### config.mk
export PLATFORM = sky130hd
export DESIGN_NAME = bsps_ram
export DESIGN_NICKNAME = d
export VERILOG_FILES = /design/src/bezier_sprite_path_stepper_macros.svh /design/src/bsps_ram.sv
export SDC_FILE = /design/constraint.sdc
export NUM_CORES = 1
export LEC_CHECK = 0
export BUFFER_PORTS_ARGS = -buffer_cell sky130_fd_sc_hd__buf_2
export CAP_MARGIN = 5
export CORE_UTILIZATION = 55
export DETAILED_ROUTE_END_ITERATION = 10
export PLACE_DENSITY = 0.73
export SYNTH_ARGS = -nofsm -noshare
export SYNTH_HDL_FRONTEND = slang
export SYNTH_SLANG_ARGS = --single-unit
### constraint.sdc
create_clock -name clk -period 2.1 [get_ports clk]
set_input_delay 0.315 -clock clk [delete_from_list [all_inputs] [get_ports clk]]
set_output_delay 0.315 -clock clk [all_outputs]
set_load 0.02 [all_outputs]
### src/bezier_sprite_path_stepper_macros.svh
// Assertion macros shared by the sprite path stepper RTL.
`ifndef BEZIER_SPRITE_PATH_STEPPER_MACROS_SVH
`define BEZIER_SPRITE_PATH_STEPPER_MACROS_SVH

// Same-cycle implication, disabled while reset is high.
`define BSPS_ASSERT_IMPLY(label, clk, rst, ante, cons, msg) \
  label: assert property (@(posedge clk) disable iff (rst) (ante) |-> (cons)) \
    else $error(msg);

// Next-cycle implication, disabled while reset is high.
`define BSPS_ASSERT_NEXT(label, clk, rst, ante, cons, msg) \
  label: assert property (@(posedge clk) disable iff (rst) (ante) |=> (cons)) \
    else $error(msg);

`endif

### src/bsps_ram.sv
// Generic single-write, single-read RAM with registered read data.
module bsps_ram #(
  parameter int WIDTH = 8,
  parameter int DEPTH = 16,
  localparam int AW = (DEPTH > 1) ? $clog2(DEPTH) : 1
) (
  input  logic             clk,
  input  logic             we,
  input  logic [AW-1:0]    wr_addr,
  input  logic [WIDTH-1:0] wr_data,
  input  logic [AW-1:0]    rd_addr,
  output logic [WIDTH-1:0] rd_data
);

  logic [WIDTH-1:0] mem [DEPTH];

  always_ff @(posedge clk) begin
    if (we) begin
      mem[wr_addr] <= wr_data;
    end
    rd_data <= mem[rd_addr];
  end

endmodule

==> results by group, run 1 <==
Run status
  – Outcome: finished clean

Logic synthesis
  – Post-synth top area cell: edfxtp_1
  – Mean Syn Cell Area: 22.5 um^2
  – Ys Warns: 0
  – Main combinational cell family by area after synthesis: multiplexers
  – Top post-synthesis cells by area: edfxtp_1, mux4_2, mux4_1
  – Share of the synthesized area in the top cell type: 0.747
  – Yosys cell types: 19
  – Adder-Cell Fraction of Synth Area: 0
  – Sequential share of the synthesized area: 0.778
  – Mux contribution to synthesized area: 0.150
  – Synthesized area: 5150 um^2
  – Compound-gate portion of the synthesized area: 0.0233
  – Syn Nets: 247
  – Gate Count Post-Synth: 229
  – Xor/xnor share of the synthesized area: 0
  – Post-synthesis register bit count: 136
  – Simple-gate portion of the synthesized area: 0.0318

Detailed routing
  – Post-route ant nets: 0
  – Vias: 2421
  – Drt pass-1 iters: 4
  – Detailed Route WL: 9.52 mm
  – DRC viols: 0
  – Drt via density: 5.96
  – Starting DRT DRC Count: 190
  – Routed len/inst: 23.4 um

Finish
  – P&R area growth vs syn: 18.2%
  – Final cell count without fillers: 406
  – Ant. Diodes: 0
  – Util after Layout: 0.684
  – NumNets Final: 303
  – Layout cells sized above 1: 0.326

Clock tree
  – Post-CTS Setup Bufs: 0
  – Worst-path clk slew: 0.06 ns
  – Post-CTS Resized: 0
  – H-tree Lvls: 4
  – CTS tree: done
  – CTS Buffer Depth: 2
  – Hold_buf cts: 0
  – Root buf cell: clkbuf_8
  – Number of buffers created by CTS: 17
  – Worst-skew pair later-pin latency: 0.51 ns
  – CTS sink cnt: 136

Timing
  – Fmax: 712 MHz
  – Max-slew headroom: 0.519
  – Min Tclk post-route: 1.41 ns
  – Setup Skew: 0.00784 ns
  – Pins Over Slew Limit: 0
  – Final setup viols: 0
  – RSZ-0062 raised after global routing: no
  – Period Utilization, post-route: 0.669
  – Setup TNS: 0 ns
  – Worst-margin pin slew: 0.719 ns
  – Final hold slack: 0.189 ns
  – Hold violation count in the final report: 0

Setup path
  – Crit start category: flop
  – FF-to-FF setup slack: 0.69 ns
  – Reg2Reg Launch Point: mem[3][0]
  – R2R depth: 3
  – Crit-path max FO: 1
  – Critical R2R Capture: rd_data[0]
  – WP data required: 2.49 ns
  – Kind of critical path: reg -> reg
  – CP Data Arrival Time: 1.80 ns
  – Setup crit end kind: flop

Place
  – Buffers on Ports: 25
  – Dpl hpwl: 6.06 mm
  – Placed cells: 374
  – GP Congestion: 0.730

Power
  – Leakage power: 2.10 nW
  – Pwr dens: 1010 nW/um^2
  – Worst ir drop on vdd: 0.732 mV
  – Total power: 6.15 mW

Run
  – Max cap viols: 0

Floorplanning
  – DIE WIDTH: 98.7 um
  – Die H: 98.7 um
  – Core area: 8890 um^2
  – IO Pins: 26
  – Die ar.: 9750 um^2
  – Row cnt: 34
  – Initial core utilization: 0.579

Global route
  – Total track usage: 0.218
  – Initial antenna violation count: 0
  – Vias in the first global route: 2496
  – Gr ovfl total: 0
  – Largest net degree at the start of global routing: 24
  – First-pass GRT wire length: 14.7 mm

Hold path
  – Hold Path Sink: mem[4][4]
  – HP Start: wr_data[4]
  – Worst hold path type: in -> reg
  – Hold Path Depth: 1
==> state kept, by name (all words and copies together) (netlist names) <==
register and cells:
mem 128, rd_data 8
==> synth_stat cells <==
| cell type | number |
|---|---|
| a22oi_1 | 16 |
| and2_1 | 1 |
| and2b_1 | 1 |
| buf_2 | 3 |
| buf_4 | 1 |
| buf_6 | 3 |
| clkdlybuf4s25_2 | 3 |
| dfxtp_1 | 8 |
| edfxtp_1 | 128 |
| mux4_1 | 14 |
| mux4_2 | 18 |
| nand2_1 | 9 |
| nand2b_1 | 2 |
| nand3_1 | 1 |
| nand3b_1 | 2 |
| nor2_1 | 13 |
| nor2b_1 | 1 |
| nor3_1 | 4 |
| or3b_2 | 1 |
==> cells by family (layout without fill, tap and decap cells) <==
logic type             count (synthesis)  after routing
multiplexers                          32             32
AO/OA/AOI/OAI                         16             16
AND/OR/NAND/NOR                       35             35
flip-flops                           136            136
buffers and inverters                 10             79
==> worst max-delay path: stages, from the launching register on <==
cell	delay (ns)
edfxtp_1	0.39
mux4_1	0.49
a22oi_1	0.33
nand2_1	0.08
==> per-stage QoR <==
stage               cell area (um^2)  setup slack, ns
floorplan                       5150            0.292
CTS                             6080            0.669
global placement                5510            0.326
detailed placement              5510            0.300
global route                    6080            0.662
finish                          6080            0.695
==> per-layer routing <==
layer	share of wire	vias up	wire (um)	global-route usage
li1	-	1089	-	-
met1	0.44	1237	4150	0.318
met2	0.48	87	4580	0.327
met3	0.074	8	702	0.0652
met4	0.0085	0	81	0.0620
met5	0	-	0	0
==> layout by cell type (no fill, tap or decap), drive strengths merged <==
cell / n
nand2b: 2
nand3: 1
nor3: 4
nand2: 9
and2b: 1
buf: 47
mux4: 32
dfxtp: 8
a22oi: 16
or3b: 1
nor2: 13
edfxtp: 128
and2: 1
nor2b: 1
bufinv: 2
clkbuf: 19
clkinv: 8
clkinvlp: 3
nand3b: 2
==> area by class of cell <==
| type | instances | area (um^2) |
|---|---|---|
| clock buffers | 19 | 442 |
| clock inverters | 13 | 129 |
| fillers | 549 | 2810 |
| multi-input cells | 83 | 1060 |
| flip-flops and latches | 136 | 4000 |
| well taps | 108 | 135 |
| repair buffers | 47 | 315 |
==> worst max-delay path by stage <==
stage | startpoint | to | cells past startpoint
2_1_floorplan | wr_addr[2] | mem[0][0] | 2
3_3_place_gp | rd_addr[0] | rd_data[3] | 5
3_5_place_dp | rd_addr[0] | rd_data[6] | 5
4_1_cts | mem[3][0] | rd_data[0] | 3
5_1_grt | mem[0][0] | rd_data[0] | 3
6_report | mem[3][0] | rd_data[0] | 3
==> power by group <==
part / switching, mW / total (mW) / internal (mW) / leakage (nW)
clock: 1.06 / 2.79 / 1.74 / 0.277
sequential: 0.0183 / 3.05 / 3.04 / 1.22
combinational: 0.175 / 0.300 / 0.125 / 0.596
total: 1.25 / 6.15 / 4.90 / 2.10
(Power assumes the default switching activity.)
==> run 2: changes to the inputs <==
--- a/config.mk
+++ b/config.mk
@@ -5,11 +5,12 @@
 export SDC_FILE = /design/constraint.sdc
 export NUM_CORES = 1
 export LEC_CHECK = 0
+export ABC_AREA = 1
 export BUFFER_PORTS_ARGS = -buffer_cell sky130_fd_sc_hd__buf_2
 export CAP_MARGIN = 5
 export CORE_UTILIZATION = 55
 export DETAILED_ROUTE_END_ITERATION = 10
-export PLACE_DENSITY = 0.73
+export PLACE_DENSITY = 0.75
 export SYNTH_ARGS = -nofsm -noshare
 export SYNTH_HDL_FRONTEND = slang
 export SYNTH_SLANG_ARGS = --single-unit
==> constraint.sdc (replaced) <==
create_clock -name clk -period 1.2 [get_ports clk]
set_input_delay 0.18 -clock clk [delete_from_list [all_inputs] [get_ports clk]]
set_output_delay 0.18 -clock clk [all_outputs]
set_load 0.02 [all_outputs]
==> results by group, run 2 <==
Finish
  – Most frequent cells in the layout: nand2_1, edfxtp_1, inv_1, nand3_1, buf_4 (was edfxtp_1, buf_2, buf_4, mux4_2)
  – Post-Layout Inst Area: 6810 um^2 (was 6080 um^2)
  – Fill count: 796 (was 549)
  – NumNets Final: 618 (was 303)
  – Reg area: 4010 um^2 (was 4000 um^2)
  – Layout cells sized above 1: 0.145 (was 0.326)
  – Leading cell type in the layout, fill and taps excluded: nand2_1 (was edfxtp_1)
  – Max FFs per register: 128 (unchanged)
  – Largest registers: mem (128), rd_data (8) (unchanged)
  – Ant. Diodes: 0 (unchanged)
  – Largest Register: mem (unchanged)
  – Multi-input gate area: 1210 um^2 (was 1060 um^2)
  – P&R area growth vs syn: 18.1% (was 18.2%)

Place
  – Dpl hpwl: 7.95 mm (was 6.06 mm)
  – Buffers on Ports: 25 (unchanged)
  – Area after DPL: 6150 um^2 (was 5510 um^2)
  – GP Congestion: 0.879 (was 0.730)

Detailed routing
  – Drt pass-1 iters: 6 (was 4)
  – Routed len/inst: 17.3 um (was 23.4 um)
  – Drt via density: 5.25 (was 5.96)
  – DRC viols: 0 (unchanged)
  – Detailed Route WL: 12.9 mm (was 9.52 mm)
  – Post-route ant nets: 0 (unchanged)
  – Starting DRT DRC Count: 293 (was 190)
  – Vias: 3928 (was 2421)

Timing
  – Hold violation count in the final report: 0 (unchanged)
  – Final hold slack: 0.0198 ns (was 0.189 ns)
  – Period Utilization, post-route: 0.975
  – Final setup viols: 0 (unchanged)
  – Pins Over Slew Limit: 0 (unchanged)
  – Worst-margin pin slew: 0.392 ns (was 0.719 ns)
  – Fmax: 855 MHz
  – Min Tclk post-route: 1.17 ns
  – Max-slew headroom: 0.739 (was 0.519)
  – Setup Skew: 0.00463 ns (was 0.00784 ns)

Clock tree
  – Number of buffers created by CTS: 17 (unchanged)
  – H-tree Lvls: 4 (unchanged)
  – CTS tree: done (unchanged)
  – Worst-skew pair later-pin latency: 0.52 ns (was 0.51 ns)
  – CTS Buffer Depth: 2 (unchanged)
  – Hold_buf cts: 0 (unchanged)
  – Root buf cell: clkbuf_8 (unchanged)
  – Worst-path clk slew: 0.06 ns (about the same)
  – CTS sink cnt: 136 (unchanged)

Setup path
  – CP max stage cell: dfxtp_2 (was mux4_1)
  – Critical Path, Cell by Cell: buf_6 (was mux4_1, a22oi_1, nand2_1)
  – Kind of critical path: reg -> out (was reg -> reg)
  – Crit start category: flop (unchanged)
  – Delay of the slowest critical-path stage: 0.35 ns (was 0.49 ns)
  – CP top delay family: flip-flops (was multiplexers)
  – WP data required: 1.02 ns (was 2.49 ns)
  – Worst path bufs/invs: 1 (was 0)
  – FF-to-FF setup slack: 0.18 ns (was 0.69 ns)
  – CP Data Arrival Time: 0.99 ns (was 1.80 ns)
  – Setup crit end kind: output port (was flop)
  – Crit-path max FO: 1 (unchanged)

Run status
  – Outcome: finished clean (unchanged)

Logic synthesis
  – Post-synthesis register bit count: 136 (unchanged)
  – Yosys cell types: 12 (was 19)
  – Share of the synthesized area in the top cell type: 0.667 (was 0.747)
  – Mean Syn Cell Area: 10.5 um^2 (was 22.5 um^2)
  – EDFF count, synth: 128 (unchanged)
  – FFs w/ async S/R, synth: 0 (unchanged)
  – Sequential share of the synthesized area: 0.694 (was 0.778)
  – Synthesized area: 5770 um^2 (was 5150 um^2)
  – Gate Count Post-Synth: 551 (was 229)
  – Top_reg_cell synth: edfxtp_1 (unchanged)
  – Syn Nets: 569 (was 247)
  – Cell with the most instances after synthesis: nand2_1 (was edfxtp_1)
  – Top post-synthesis cells by area: edfxtp_1, nand2_1, nand3_1 (was edfxtp_1, mux4_2, mux4_1)
  – Post-synth top area cell: edfxtp_1 (unchanged)
  – Post-synth top cells: nand2_1, edfxtp_1, inv_1, nand3_1, nor2_1 (was edfxtp_1, mux4_2, a22oi_1, mux4_1, nor2_1)
  – Ys Warns: 0 (unchanged)

Global route
  – Largest net degree at the start of global routing: 65 (was 24)
  – Vias in the first global route: 3932 (was 2496)
  – Gr ovfl total: 0 (unchanged)
  – Total track usage: 0.256 (was 0.218)
  – First-pass GRT wire length: 20.2 mm (was 14.7 mm)
  – Initial antenna violation count: 0 (unchanged)

Power
  – P_sw: 2.42 mW (was 1.25 mW)
  – Internal Power: 9.11 mW (was 4.90 mW)
  – Combinational Power Share: 0.063 (was 0.049)
  – Clock power share: 0.472 (was 0.455)
  – Net Sw Frac: 0.210 (was 0.203)
  – Leakage power: 2.98 nW (was 2.10 nW)
  – Pwr dens: 1690 nW/um^2 (was 1010 nW/um^2)
  – Sequential power share: 0.465 (was 0.497)
  – Worst ir drop on vdd: 1.01 mV (was 0.732 mV)

Floorplanning
  – Initial core utilization: 0.564 (was 0.579)
  – Die ar.: 10900 um^2 (was 9750 um^2)
  – DIE WIDTH: 104 um (was 98.7 um)
  – IO Pins: 26 (unchanged)
  – Row cnt: 37 (was 34)
  – Core area: 10200 um^2 (was 8890 um^2)
  – Die H: 104 um (was 98.7 um)

Run
  – Max cap viols: 0 (unchanged)

Hold path
  – Worst hold path type: in -> reg (unchanged)
-- run 2: layout make-up --
type                       instances  share of cell area
clock inverter                    13              0.0299
sequential                       136               0.589
clock buffer                      18              0.0614
inverter                         102              0.0562
timing repair buffer              54              0.0604
multi-input combinational        289               0.178
tap                              136              0.0250
-- run 2: worst reg2reg max path: stages, from the launching register on --
cell	delay [ns]
edfxtp_1	0.37
inv_1	0.06
nand2_1	0.05
nand3_1	0.10
nand3_1	0.08
nand3_1	0.16
nand2_1	0.08
-- run 2: kinds of logic (layout without fill, tap and decap cells) --
kind of cell / Yosys count / after routing / synth area share
simple gates: 289 / 289 / 0.210
buf+inv: 126 / 187 / 0.0952
flops: 136 / 136 / 0.694
-- run 2: worst paths after layout --
check,from,end,cells past startpoint
hold / removal,rd_addr[3],rd_data[4],3
hold reg to reg,mem[14][4],rd_data[4],6
setup reg to reg,mem[1][2],rd_data[2],6
setup / recovery,rd_data[6],rd_data[6],1
-- run 2: routing by layer --
layer,share of wire,wire length [um],GRT usage
met3,0.073,944,0.0608
met5,0,0,0
met2,0.49,6380,0.413
met1,0.41,5240,0.325
met4,0.028,363,0.124
-- run 2: stage by stage --
| step | setup TNS, ns | setup slack, ns | utilization | power (mW) | cells |
|---|---|---|---|---|---|
| CTS | 0 | 0.00150 | 0.664 | 11.6 | 748 |
| floorplan | 0 | 0.0692 | - | 5.85 | 551 |
| finish | 0 | 0.0298 | 0.666 | 11.5 | 748 |
| global route | -0.00295 | -0.00295 | 0.666 | 11.9 | 748 |
| detailed placement | -0.292 | -0.0493 | 0.601 | 6.15 | 717 |
| global placement | -0.0182 | -0.0162 | 0.601 | 6.13 | 717 |
-- run 2: power by group through the flow --
stage | Combinational (mW) | Clock, mW | Sequential, mW
6_report | 0.731 | 5.44 | 5.36
5_1_grt | 0.801 | 5.72 | 5.36
4_1_cts | 0.728 | 5.48 | 5.35
3_5_place_dp | 0.702 | 0 | 5.45
3_3_place_gp | 0.684 | 0 | 5.44
2_1_floorplan | 0.375 | 0 | 5.47
-- run 2: repair_timing --
| action | CTS | global route |
|---|---|---|
| resized for setup | 10 | 5 |
| setup endpoints to repair | 5 | 4 |
| setup buffers | 0 | 0 |
